<file path="config.mk">
export PLATFORM = sky130hd
export DESIGN_NAME = tes3_cordic_stage
export DESIGN_NICKNAME = d
export VERILOG_FILES = /design/src/hdl/tes3_pkg.sv /design/src/hdl/tes3_cordic_stage.sv
export SDC_FILE = /design/constraint.sdc
export NUM_CORES = 1
export LEC_CHECK = 0
export BUFFER_PORTS_ARGS = -buffer_cell sky130_fd_sc_hd__buf_4
export CAP_MARGIN = 20
export CORE_MARGIN = 2
export CORE_UTILIZATION = 47
export CTS_BUF_LIST = sky130_fd_sc_hd__clkbuf_4
export DETAILED_ROUTE_END_ITERATION = 16
export GPL_ROUTABILITY_DRIVEN = 0
export PLACE_DENSITY = 0.82
export SLEW_MARGIN = 25
export SYNTH_ARGS = -nofsm -noshare
export SYNTH_HDL_FRONTEND = slang
export SYNTH_SLANG_ARGS = --single-unit
</file>
<file path="constraint.sdc">
create_clock -name clk -period 0.8 [get_ports clk]
set_input_delay 0.16 -clock clk [delete_from_list [all_inputs] [get_ports clk]]
set_output_delay 0.16 -clock clk [all_outputs]
set_load 0.005 [all_outputs]
</file>
<file path="src/hdl/tes3_pkg.sv">
// ----------------------------------------------------------------------------
// tes3_pkg
// Shared types, constants and helpers for the SE(3) twist exponential.
// ----------------------------------------------------------------------------
package tes3_pkg;

    // Angle constants in Q3.13, held at the width of the reduced angle
    localparam int                  ANG_W       = 18;
    localparam logic signed [17:0]  ANG_PI      = 18'sd25736;
    localparam logic signed [17:0]  ANG_TWO_PI  = 18'sd51472;
    localparam logic signed [17:0]  ANG_HALF_PI = 18'sd12868;

    // CORDIC datapath in Q2.30
    localparam int                  CW          = 34;
    localparam logic signed [33:0]  CORDIC_GAIN = 34'sh026DD3B6A;
    localparam int                  ATAN_ENTRIES = 24;

    // Unit value in Q2.14
    localparam logic signed [15:0]  UNIT_Q14    = 16'sd16384;

    // Wide accumulator for the matrix sums
    localparam int                  AW          = 58;

    // Register indexes of the configuration port
    localparam logic [2:0] REG_AXIS_X   = 3'd0;
    localparam logic [2:0] REG_AXIS_Y   = 3'd1;
    localparam logic [2:0] REG_AXIS_Z   = 3'd2;
    localparam logic [2:0] REG_LINEAR_X = 3'd3;
    localparam logic [2:0] REG_LINEAR_Y = 3'd4;
    localparam logic [2:0] REG_LINEAR_Z = 3'd5;

    // Payload of one CORDIC stage
    typedef struct packed {
        logic               flip;
        logic signed [15:0] th;
        logic signed [33:0] x;
        logic signed [33:0] y;
        logic signed [33:0] z;
    } cordic_t;

    // Quantities derived from the twist registers
    typedef struct packed {
        logic                  zero;
        logic [2:0][15:0]      w;
        logic [2:0][15:0]      v;
        logic [2:0][2:0][33:0] w2;
        logic [2:0][33:0]      wv;
        logic [2:0][37:0]      wd;
    } twist_t;

    // Arctangent table, truncated Q2.30
    function automatic logic signed [33:0] atan_q30(input int idx);
        logic signed [33:0] r;
        begin
            case (idx)
                0:  r = 34'sh03243F6A8;
                1:  r = 34'sh01DAC6705;
                2:  r = 34'sh00FADBAFC;
                3:  r = 34'sh007F56EA6;
                4:  r = 34'sh003FEAB76;
                5:  r = 34'sh001FFD55B;
                6:  r = 34'sh000FFFAAA;
                7:  r = 34'sh0007FFF55;
                8:  r = 34'sh0003FFFEA;
                9:  r = 34'sh0001FFFFD;
                10: r = 34'sh0000FFFFF;
                11: r = 34'sh00007FFFF;
                12: r = 34'sh00003FFFF;
                13: r = 34'sh00001FFFF;
                14: r = 34'sh00000FFFF;
                15: r = 34'sh000007FFF;
                16: r = 34'sh000003FFF;
                17: r = 34'sh000001FFF;
                18: r = 34'sh000000FFF;
                19: r = 34'sh0000007FF;
                20: r = 34'sh0000003FF;
                21: r = 34'sh0000001FF;
                22: r = 34'sh0000000FF;
                23: r = 34'sh00000007F;
                default: r = '0;
            endcase
            return r;
        end
    endfunction

    // Saturate a wide signed value to 16 bits
    function automatic logic signed [15:0] sat16(input logic signed [57:0] v);
        logic signed [15:0] r;
        begin
            if (v > 58'sd32767)
                r = 16'sh7FFF;
            else if (v < -58'sd32768)
                r = 16'sh8000;
            else
                r = v[15:0];
            return r;
        end
    endfunction

endpackage

</file>
<file path="src/hdl/tes3_cordic_stage.sv">
// ----------------------------------------------------------------------------
// tes3_cordic_stage
// One registered rotation-mode CORDIC iteration with a fixed shift.
// ----------------------------------------------------------------------------
module tes3_cordic_stage #(
    parameter int STEP = 0
) (
    input  logic              clk,
    input  logic              rst_n,
    input  logic              en,
    input  logic              i_valid,
    input  tes3_pkg::cordic_t i_data,
    output logic              o_valid,
    output tes3_pkg::cordic_t o_data
);

    logic signed [33:0] x_in;
    logic signed [33:0] y_in;
    logic signed [33:0] dx;
    logic signed [33:0] dy;
    logic signed [33:0] ang;
    tes3_pkg::cordic_t  data_next;
    tes3_pkg::cordic_t  data_reg;
    logic               valid_reg;

    // Rotate toward zero residual angle
    always_comb
    begin
        x_in = i_data.x;
        y_in = i_data.y;
        dx   = y_in >>> STEP;
        dy   = x_in >>> STEP;
        ang  = tes3_pkg::atan_q30(STEP);
        data_next = i_data;
        if (i_data.z >= 0)
        begin
            data_next.x = x_in - dx;
            data_next.y = y_in + dy;
            data_next.z = i_data.z - ang;
        end
        else
        begin
            data_next.x = x_in + dx;
            data_next.y = y_in - dy;
            data_next.z = i_data.z + ang;
        end
    end

    // Advance the valid bit
    always_ff @(posedge clk or negedge rst_n)
    begin
        if (!rst_n)
            valid_reg <= 1'b0;
        else if (en)
            valid_reg <= i_valid;
    end

    // Advance the payload
    always_ff @(posedge clk)
    begin
        if (en)
            data_reg <= data_next;
    end

    assign o_valid = valid_reg;
    assign o_data  = data_reg;

endmodule

</file>
==> metrics, run 1 <==
Synth Net Count=1468; DIE HEIGHT=roughly 160 µm; average size of a mapped cell=8.89 µm²; clock net sink count=119; Halt Stage=5_1_grt; placed instance count=2121; biggest area consumer among synthesized cells=edfxtp_1; overall routing resource usage=68.8%; post-synthesis async set-or-reset flop share=less than 1%; most frequently used flop master after synthesis=edfxtp_1; count of pins on the block boundary=between 200 and 250; Initial Util=47.7%; Gate Count Post-Synth=1212; total CTS buffers=17; Err=[ERROR GRT-0232] Routing congestion too high. Check the congestion heatmap in the GUI.; run status=did not finish; area fraction of the dominant cell type after synthesis=approximately 33%; Post-DP HPWL=32.8 mm; number of distinct standard cells referenced by the synthesized netlist=70; grt repair worst endpoint=o_data[32]$_DFFE_PP_/D; Die Width=about 160 µm; largest cells by area after synthesis=edfxtp_1, ha_1, a21oi_1; flip-flop and latch count after synthesis=around 120; post-synthesis cell area=10800 µm²; total global routing overflow=7; maximum buffer depth of the clock tree=2; pin count of the biggest net entering global routing=31; Placement Rows=55; leading cell types by count after synthesis=a21oi_1, ha_1, edfxtp_1; count of flip-flops with a built-in enable after synthesis=118; count of warnings emitted by yosys=0; Port Buffers=242; total cell area at the placement stage=about 17000 µm²; most repeated cell in the gate-level netlist after synthesis=a21oi_1; root buf cell=clkbuf_4; Seq/Total Area, Yosys=33.1%; deepest level of the CTS H-tree=4; worst_ep kind=register input
==> per-stage QoR <==
step | TNS, ps | utilization, % | hold WS [ps] | worst slack, ps
2_1_floorplan | -159290 | - | -136 | -2780
3_3_place_gp | -222690 | 74.1 | -64.8 | -3010
3_5_place_dp | -232030 | 74.1 | -63.3 | -3150
4_1_cts | -194660 | 82.9 | -10.7 | -2180
==> what timing repair did <==
item / CTS
resized for setup: 248
setup buffers: 49
endpoints found under the setup margin: 216
cloned: 2
hold buffers: 25
pin swaps: 147
endpoints found under the hold margin: 24
==> logic make-up after synthesis <==
logic type                 count (synthesis)  synth area share [%]
AOI/OAI and AO/OA                        401                  23.5
and+or+nand+nor                          287                  12.7
buffers and inverters                    166                  6.16
adders and majority gates                133                  15.7
DFF                                      119                  33.1
xor gates and xnor gates                  93                  7.56
muxes                                     13                  1.22
==> layer usage <==
layer / overflow / GRT usage [%]
met1: 1 / 67.3
met3: 0 / 55.3
met2: 4 / 87.2
met5: 0 / 19.5
met4: 2 / 65.7
==> run 2, diff against run 1 <==
--- a/config.mk
+++ b/config.mk
@@ -8,11 +8,10 @@
 export BUFFER_PORTS_ARGS = -buffer_cell sky130_fd_sc_hd__buf_4
 export CAP_MARGIN = 20
 export CORE_MARGIN = 2
-export CORE_UTILIZATION = 47
-export CTS_BUF_LIST = sky130_fd_sc_hd__clkbuf_4
+export CORE_UTILIZATION = 32
 export DETAILED_ROUTE_END_ITERATION = 16
 export GPL_ROUTABILITY_DRIVEN = 0
-export PLACE_DENSITY = 0.82
+export PLACE_DENSITY_LB_ADDON = 0.15
 export SLEW_MARGIN = 25
 export SYNTH_ARGS = -nofsm -noshare
 export SYNTH_HDL_FRONTEND = slang
==> constraint.sdc (replaced) <==
create_clock -name clk -period 1 [get_ports clk]
set_input_delay 0.2 -clock clk [delete_from_list [all_inputs] [get_ports clk]]
set_output_delay 0.2 -clock clk [all_outputs]
set_load 0.005 [all_outputs]
==> run 2 against run 1 <==
  * The flow now finishes, with violations (setup timing)
  * Synthesized cell count did not move
  * Synthesized area did not move
==> metrics, run 2 <==
Startpoint Class=primary input; power per cell area=1220 nW/µm²; overall routing resource usage=a little under a quarter; Slew Limit Headroom=60.9%; worst hold path class=in -> async; Post-Layout Cell Count=about 2400; biggest area consumer among synthesized cells=edfxtp_1; post-synthesis async set-or-reset flop share=0.840%; final period demand of the worst path=3300 ps; Synth Net Count=about 1500; number of antenna violations at the first check in global routing=0; Critical Path End Type=flop; area fraction of the dominant cell type after synthesis=about a third; placed instance count=2298; leading cell types by count after synthesis=a21oi_1, ha_1, edfxtp_1; Initial DRT Pass Iterations=6; Antenna Violating Nets Remaining=0; maximum resistive drop on vdd=about 1.2 mV; Gate Count Post-Synth=~1200; deepest level of the CTS H-tree=4; CTS clk-pin slew, worst paths=approximately 60 ps; Crit Path Class=in -> reg; number of max-cap violations=0; unrepaired setup endpoints after global routing=yes; count of warnings emitted by yosys=0; Port Buffers=around 240; Hold Violations, Final=0; Max FO, Critical Path=7; Antenna Cells=0; DIE HEIGHT=188 µm; Seq/Total Area, Yosys=between 30% and 40%; run status=finished, violations left; final slew viol count=0; part of the total power dissipated in the clock network=a little over a quarter; flip-flop count of the largest register after layout=between 100 and 150; failing checks=setup timing; maximum buffer depth of the clock tree=2; count of flip-flops with a built-in enable after synthesis=between 100 and 150; post-synthesis cell area=between 10000 and 15000 µm²; Die Width=around 190 µm; WP data required=between 1000 and 1500 ps; Post-DP HPWL=approximately 32 mm; most repeated cell in the gate-level netlist after synthesis=a21oi_1; final-layout worst hold slack=86.7 ps; # DRC=0; layout cells sized above 1=a little under three fifths; setup slack after layout=-2300 ps; area growth from synthesis to layout=86.9%; average size of a mapped cell=just under 9 µm²; most frequently used flop master after synthesis=edfxtp_1; sequential fraction of design power=between 20% and 30%; combinational group share of total power=between 40 and 50%; setup slack after placement=-2870 ps; cell-internal power=roughly 16 mW; number of nets in the layout=about 2200; largest cells by area after synthesis=edfxtp_1, ha_1, a21oi_1; clock insertion delay at the later pin of the skew report=about 430 ps; ratio of routed vias to standard cells=5.03; routed len/inst=17.8 µm; Placement Rows=67; flip-flop and latch count after synthesis=119; Max Clock Freq=303 MHz; number of distinct standard cells referenced by the synthesized netlist=70; Core Region=around 33000 µm²; root buf cell=clkbuf_16; switching power share of the total=between 30% and 40%; net switching power=~8 mW; commonest cells after routing, fill and taps aside=buf_4, edfxtp_1, a21oi_1; data arrival time at the worst-slack endpoint=roughly 3500 ps; routed via count=12200; Routed WL=43.1 mm; Slew @ Worst Pin=between 500 and 600 ps; area of the die=35200 µm²; multi-input logic area=around 8400 µm²; worst clock skew=0 ps; sequential cell area=~3600 µm²; total global routing overflow=0; filler cell count in the final layout=2810; Initial Util=between 30 and 40%; DRC violation total after the first TritonRoute iteration=approximately 770; number of endpoints failing setup at the final stage=216; clock net sink count=around 120; fraction of the cycle the final worst path needs=330%; count of pins on the block boundary=~240; total CTS buffers=17; pin count of the biggest net entering global routing=49; Final Cell Area=between 20000 and 25000 µm²; leading cell type in the layout, fill and taps excluded=buf_4; CTS tree=yes; global-route wire length before repair=about 64 mm; total cell area at the placement stage=about 17000 µm²; number of global-route vias before repair=approximately 12000; leakage component of the power=between 9 and 10 nW
## run 2: worst paths after layout
path / from / to / cells after the start / slack [ps]
max: i_data[32] / o_data[28] / 20 / -2300
min: rst_n / o_valid / 2 / 90
max reg2reg: o_valid / o_valid / 1 / 250
min reg2reg: o_valid / o_valid / 1 / 530
max in group asynchronous: rst_n / o_valid / 2 / 830
min in group clk: en / o_data[67] / 2 / 190
## run 2: cell families (layout without fill, tap and decap cells)
| family | after synthesis | count (layout) | synth area share (%) |
|---|---|---|---|
| AND/OR/NAND/NOR | 287 | 287 | 12.7 |
| AO/OA/AOI/OAI | 401 | 401 | 23.5 |
| adder cells (fa/ha/maj) | 133 | 133 | 15.7 |
| flip-flops | 119 | 119 | 33.1 |
| XOR/XNOR | 93 | 93 | 7.56 |
| buffers and inverters | 166 | 929 | 6.16 |
| multiplexers | 13 | 13 | 1.22 |
## run 2: cell type report
class / instances / area share (%)
clock buffers: 18 / 2.13
clock inverters: 14 / 0.870
inverters: 114 / 2.37
multi-input cells: 927 / 41.5
flip-flops and latches: 119 / 17.7
well taps: 448 / 2.78
repair buffers: 782 / 32.5
repair inverters: 1 / 0.0808
## run 2: power by group through the flow
stage,Combinational (mW),Clock (mW),Sequential [mW]
after floorplan,4.19,0,6.91
after global placement,9.19,0,6.87
after detailed placement,9.24,0,6.88
after CTS,10.3,6.74,6.80
after global routing,12.0,6.94,6.87
final,11.3,6.60,6.81
## run 2: layer usage
metal	track usage, %	wire [µm]	vias up	part of all wire [%]
li1	-	-	5903	-
met5	0	0	-	0
met3	3.69	2250	86	5.2
met2	38.8	20800	421	48
met4	6.97	1170	0	2.7
met1	29.7	18800	5784	44
## run 2: repair_timing
action,CTS,global route
pin swaps,105,114
hold endpoints to repair,22,0
hold buffers,22,0
gates cloned,4,6
setup buffers,37,37
gates resized for setup,188,184
setup endpoints to repair,216,216
## run 2: through the flow
step | power (mW) | utilization [%] | setup TNS [ps]
floorplan | 11.1 | - | -143930
global placement | 16.1 | 50.9 | -193900
detailed placement | 16.1 | 50.9 | -196490
CTS | 23.8 | 57.0 | -156290
global route | 25.8 | 60.4 | -174200
finish | 24.7 | 60.4 | -160780
## run 2: worst max-delay path: stages
cell and delay [ps]:
buf_4 130, inv_2 60, ha_4 120, nor4b_4 180, nand4_1 110, nor4_1 270
and4_1 250, nand2b_4 210, buf_12 150, inv_12 40, ha_4 260, nor2_2 30
o21ai_1 140, o21ai_2 90, or3_4 390, a31oi_4 260, a31oi_4 120, o21a_1 230
buf_6 120, xnor2_2 110
Power figures use the tool's default switching activity.
==> run 3, diff against run 2 <==
--- a/config.mk
+++ b/config.mk
@@ -12,7 +12,7 @@
 export DETAILED_ROUTE_END_ITERATION = 16
 export GPL_ROUTABILITY_DRIVEN = 0
 export PLACE_DENSITY_LB_ADDON = 0.15
-export SLEW_MARGIN = 25
+export RECOVER_POWER = 100
 export SYNTH_ARGS = -nofsm -noshare
 export SYNTH_HDL_FRONTEND = slang
 export SYNTH_SLANG_ARGS = --single-unit
==> run 3 against run 2 <==
  * Sequential power is essentially flat
  * Clock power is essentially flat
  * Count of clock-buffer cells in the layout is the same
  * Global-route usage is the same
  * Non-clock buffer count is the same
  * Total power shrank 0.21%
  * Worst hold slack gained 19 ps
  * The flow still finishes with violations (setup timing)
  * Largest power group unchanged
==> metrics, run 3 (same netlist as run 2, synthesis figures left out) <==
Post-Layout Cell Count=approximately 2400; Slew @ Worst Pin=714 ps; count of pins on the block boundary=243; maximum buffer depth of the clock tree=2; CTS tree=yes; commonest cells after routing, fill and taps aside=buf_4, edfxtp_1, a21oi_1; leakage component of the power=about 9 nW; overall routing resource usage=22.8%; final core utilization=roughly three fifths; root buf cell=clkbuf_16; gate family responsible for the most delay along the worst path=simple AND/OR/NAND/NOR gates; filler cell count in the final layout=between 2000 and 3000; routed via count=about 12000; Core Region=approximately 33000 µm²; Max Clock Freq=303 MHz; WP buf/inv=5; Worst path slowest cell=or3_4; routed len/inst=17.7 µm; area of the die=about 35000 µm²; setup slack after layout=-2300 ps; worst clock skew=0 ps; worst hold path class=in -> async; global-route wire length before repair=63.6 mm; clock net sink count=119; # DRC=0; Hold Violations, Final=0; number of endpoints failing setup at the final stage=216; final slew viol count=0; unrepaired setup endpoints after global routing=yes; Routed WL=between 40 and 50 mm; failing checks=setup timing; ratio of routed vias to standard cells=~5.0; area growth from synthesis to layout=86.0%; leading cell type in the layout, fill and taps excluded=buf_4; number of global-route vias before repair=between 10000 and 15000; Post-DP HPWL=~32 mm; flip-flop count of the largest register after layout=around 120; count of cells along the worst register-to-register path=1; number of antenna violations at the first check in global routing=0; deepest level of the CTS H-tree=4; Antenna Violating Nets Remaining=0; clock insertion delay at the later pin of the skew report=between 400 and 500 ps; Initial Util=roughly 32%; total CTS buffers=17; final period demand of the worst path=between 3000 and 4000 ps; Placement Rows=67; power per cell area=between 1000 and 1500 nW/µm²; Crit Path Class=in -> reg; DRC violation total after the first TritonRoute iteration=780; Antenna Cells=0; maximum resistive drop on vdd=1.24 mV; count of cell instances traversed by the critical path=20; data arrival time at the worst-slack endpoint=about 3500 ps; DIE HEIGHT=approximately 190 µm; placed instance count=approximately 2300; pin count of the biggest net entering global routing=49; CTS clk-pin slew, worst paths=about 60 ps; fraction of the cycle the final worst path needs=330%; Critical Path End Type=flop; Die Width=188 µm; Initial DRT Pass Iterations=5; Startpoint Class=primary input; run status=finished, violations left; sequential cell area=3570 µm²; multi-input logic area=about 8400 µm²; cell breakdown of the critical path=buf_4, inv_2, ha_4, nor4b_4, nand4_1, nor4_1, and4_1, nand2b_4, buf_12, inv_12, ha_4, nor2_2, o21ai_1, o21ai_2, or3_4, a31oi_4, a31oi_4, o21a_1, buf_6, xnor2_2; number of nets in the layout=between 2000 and 2500; Port Buffers=~240; Max FO, Critical Path=7; longest individual stage delay on the worst path=390 ps; Slew Limit Headroom=52.4%; WP data required=~1200 ps; total global routing overflow=0; layout cells sized above 1=between 50% and 60%; number of max-cap violations=0
-- run 3: cell count changes in the layout (fill, tap and decap cells not counted), sizes merged --
| cell | delta |
|---|---|
| clkbuf | +14 |
| buf | -14 |
-- run 3: layout make-up --
| cell class | count | area share (%) |
|---|---|---|
| multi-input combinational | 927 | 41.7 |
| clock buffer | 18 | 2.14 |
| timing repair inverter | 1 | 0.0811 |
| sequential | 119 | 17.8 |
| timing repair buffer | 782 | 32.3 |
| inverter | 114 | 2.38 |
| clock inverter | 14 | 0.874 |
| tap | 448 | 2.80 |
-- run 3: path summary, 6_finish.rpt --
check,start,end,slack [ps]
min in group clk,i_data[67],o_data[67],210
max reg2reg,o_valid,o_valid,250
max,i_data[32],o_data[28],-2300
min reg2reg,o_valid,o_valid,530
max in group asynchronous,rst_n,o_valid,810
min,rst_n,o_valid,110
-- run 3: metrics by stage --
step | instance area, µm² | setup TNS (ps) | total power [mW] | setup WS (ps) | hold slack (ps)
2_1_floorplan | 11500 | -143930 | 11.1 | -2620 | -95.6
3_3_place_gp | 17000 | -193900 | 16.1 | -2810 | -24.5
3_5_place_dp | 17000 | -196490 | 16.1 | -2870 | -21.9
4_1_cts | 19000 | -156290 | 23.8 | -2190 | 56.0
5_1_grt | 20000 | -174790 | 25.8 | -2410 | 107
6_report | 20000 | -161000 | 24.6 | -2300 | 106
-- run 3: timing repair --
action	CTS	global route
hold endpoints to repair	22	0
setup buffers	37	37
endpoints found under the setup margin	216	216
gates cloned	4	6
resized for setup	188	184
pin swaps	105	114
hold buffers	22	0
-- run 3: routing by layer --
layer  share of wire (%)  GRT usage (%)  vias up
li1                    -              -     5908
met1                  44           29.7     5806
met2                  48           38.8      383
met3                 4.9           3.69       83
met4                 2.8           6.97        0
met5                   0              0        -
-- run 3: power by group --
part / switching [mW] / internal, mW / leakage, nW / total (mW)
clock: 2.66 / 3.94 / 0.287 / 6.60
combinational: 5.22 / 5.99 / 7.56 / 11.2
sequential: 0.291 / 6.52 / 1.17 / 6.81
total: 8.17 / 16.5 / 9.02 / 24.6
==> run 4, diff against run 3 <==
--- a/config.mk
+++ b/config.mk
@@ -9,6 +9,7 @@
 export CAP_MARGIN = 20
 export CORE_MARGIN = 2
 export CORE_UTILIZATION = 32
+export CTS_BUF_LIST = sky130_fd_sc_hd__clkbuf_4
 export DETAILED_ROUTE_END_ITERATION = 16
 export GPL_ROUTABILITY_DRIVEN = 0
 export PLACE_DENSITY_LB_ADDON = 0.15
==> run 4 against run 3 <==
  * The run still ends with setup timing left
  * Sequential cell count is the same
  * Cell count increased by 0.91%
  * Fmax is 6.0% higher
  * Via count shrank 0.14%
  * Worst setup slack improved by 190 ps
  * Critical path depth shrank 2
  * Sequential share of layout area down 0.27 points
  * Clock power is 38% lower
  * Routed wire length is 0.18% lower
  * Total power is 8.5% lower
  * Critical endpoint unchanged
  * Largest cell class unchanged
==> metrics, run 4 (same netlist as run 2, synthesis figures left out) <==
worst hold path class=in -> reg; Port Buffers=around 240; Initial DRT Pass Iterations=7; DIE HEIGHT=about 190 µm; failing checks=setup timing; WP data required=between 1000 and 1500 ps; Routed WL=around 43 mm; pin count of the biggest net entering global routing=roughly 50; area of the die=~35000 µm²; number of cells on the worst hold path=3; cell-internal power=about 15 mW; Slew Limit Headroom=around three fifths; # DRC=0; Antenna Violating Nets Remaining=0; unrepaired setup endpoints after global routing=yes; number of max-cap violations=0; number of nets in the layout=around 2200; overall routing resource usage=a little under a quarter; ratio of routed vias to standard cells=between 4 and 5; switching power share of the total=between 30% and 40%; Max FO, Critical Path=4; layout cells sized above 1=between 50% and 60%; data arrival time at the worst-slack endpoint=between 3000 and 4000 ps; CTS tree=yes; Startpoint Class=primary input; Max Clock Freq=around 320 MHz; Slew @ Worst Pin=slightly above 600 ps; Die Width=between 150 and 200 µm; Critical Path End Type=flop; Post-DP HPWL=roughly 32 mm; final slew viol count=0; power per cell area=about 1100 nW/µm²; Initial Util=32.3%; sequential fraction of design power=a little under a third; Core Region=33400 µm²; count of cells along the worst register-to-register path=1; setup slack after layout=-2110 ps; maximum buffer depth of the clock tree=2; setup slack after placement=-2870 ps; global-route wire length before repair=63.8 mm; Crit Path Class=in -> reg; clock insertion delay at the later pin of the skew report=around 580 ps; total global routing overflow=0; root buf cell=clkbuf_4; worst clock skew=0 ps; routed via count=roughly 12000; flip-flop count of the largest register after layout=~120; count of pins on the block boundary=~240; leading cell type in the layout, fill and taps excluded=buf_4; total cell area at the placement stage=~17000 µm²; area growth from synthesis to layout=88.8%; fraction of the cycle the final worst path needs=311%; leakage component of the power=approximately 9.1 nW; routed len/inst=about 18 µm; clock net sink count=approximately 120; final-layout worst hold slack=53.6 ps; combinational group share of total power=slightly above 50%; DRC violation total after the first TritonRoute iteration=between 700 and 800; number of antenna violations at the first check in global routing=1; maximum resistive drop on vdd=between 0.6 and 0.7 mV; final period demand of the worst path=approximately 3100 ps; total CTS buffers=17; Final Cell Area=20300 µm²; number of endpoints failing setup at the final stage=about 220; final core utilization=61.0%; CTS clk-pin slew, worst paths=around 120 ps; number of global-route vias before repair=roughly 12000; PnR Total Power=~23 mW; Placement Rows=67; commonest cells after routing, fill and taps aside=buf_4, edfxtp_1, a21oi_1; run status=finished, violations left; part of the total power dissipated in the clock network=between 10% and 20%; deepest level of the CTS H-tree=4; net switching power=between 7 and 8 mW; Hold Violations, Final=0
-- run 4: cell types whose count changed in the layout (fill, tap and decap cells not counted), moves of 4 or more --
cell,previous run,this run
clkbuf_4,4,22
o21ai_4,8,12
buf_8,9,13
nor2_1,95,85
buf_6,73,79
nor2_4,3,13
buf_4,648,659
o21ai_0,35,31
clkbuf_1,9,2
xnor2_1,68,63
clkbuf_16,21,5
xnor2_2,13,18
-- run 4: metal layers --
layer	track usage (%)	wire, µm	share of wire, %	up-vias
li1	-	-	-	5934
met1	29.6	18800	44	5777
met2	39.3	20700	48	378
met3	3.71	2190	5.1	74
met4	6.21	1170	2.7	0
met5	0	0	0	-
-- run 4: stage by stage --
step | TNS (ps) | instances
CTS | -161710 | 2407
global placement | -193900 | 2298
floorplan | -143930 | 1212
detailed placement | -196490 | 2298
finish | -164970 | 2445
global route | -182600 | 2445
-- run 4: layout make-up --
class	instances	area [µm²]
fillers	2801	13000
multi-input cells	927	8600
repair buffers	803	6810
flip-flops and latches	119	3570
well taps	448	561
inverters	114	483
clock inverters	14	175
clock buffers	18	135
repair inverters	1	16.3
diodes	1	2.50
-- run 4: path summary, 6_finish.rpt --
check,startpoint,to,slack (ps)
hold / removal,i_data[67],o_data[67],50
min in group asynchronous,rst_n,o_valid,430
max in group asynchronous,rst_n,o_valid,470
setup reg to reg,o_valid,o_valid,240
setup / recovery,i_data[3],o_data[28],-2110
hold reg to reg,o_valid,o_valid,550
-- run 4: what timing repair did --
action	CTS	global route
setup endpoints to repair	216	216
pin swaps	131	152
gates cloned	3	7
hold endpoints to repair	23	0
gates resized for setup	239	206
hold buffers	24	0
buffers inserted	55	42
-- run 4: power by group through the flow --
stage                     Clock [mW]  Sequential [mW]  Combinational [mW]
after floorplan                    0             6.91                4.19
after detailed placement           0             6.88                9.24
after CTS                       4.23             6.78                10.5
final                           4.11             6.79                11.6
after global routing            4.43             6.86                12.4
after global placement             0             6.87                9.19
-- run 4: worst max-delay path, cell delays in order --
cell      delay [ps]
buf_4            120
nor4_2           360
nand4_1          130
nor4_1           250
and4_1           230
nand2b_4         200
buf_12           150
buf_8            120
ha_2             150
nand2_1           50
o21ai_1          150
o21ai_2           90
or3_4            410
a31oi_4          240
a31oi_2          120
o21a_1           230
buf_6            120
xnor2_2          110
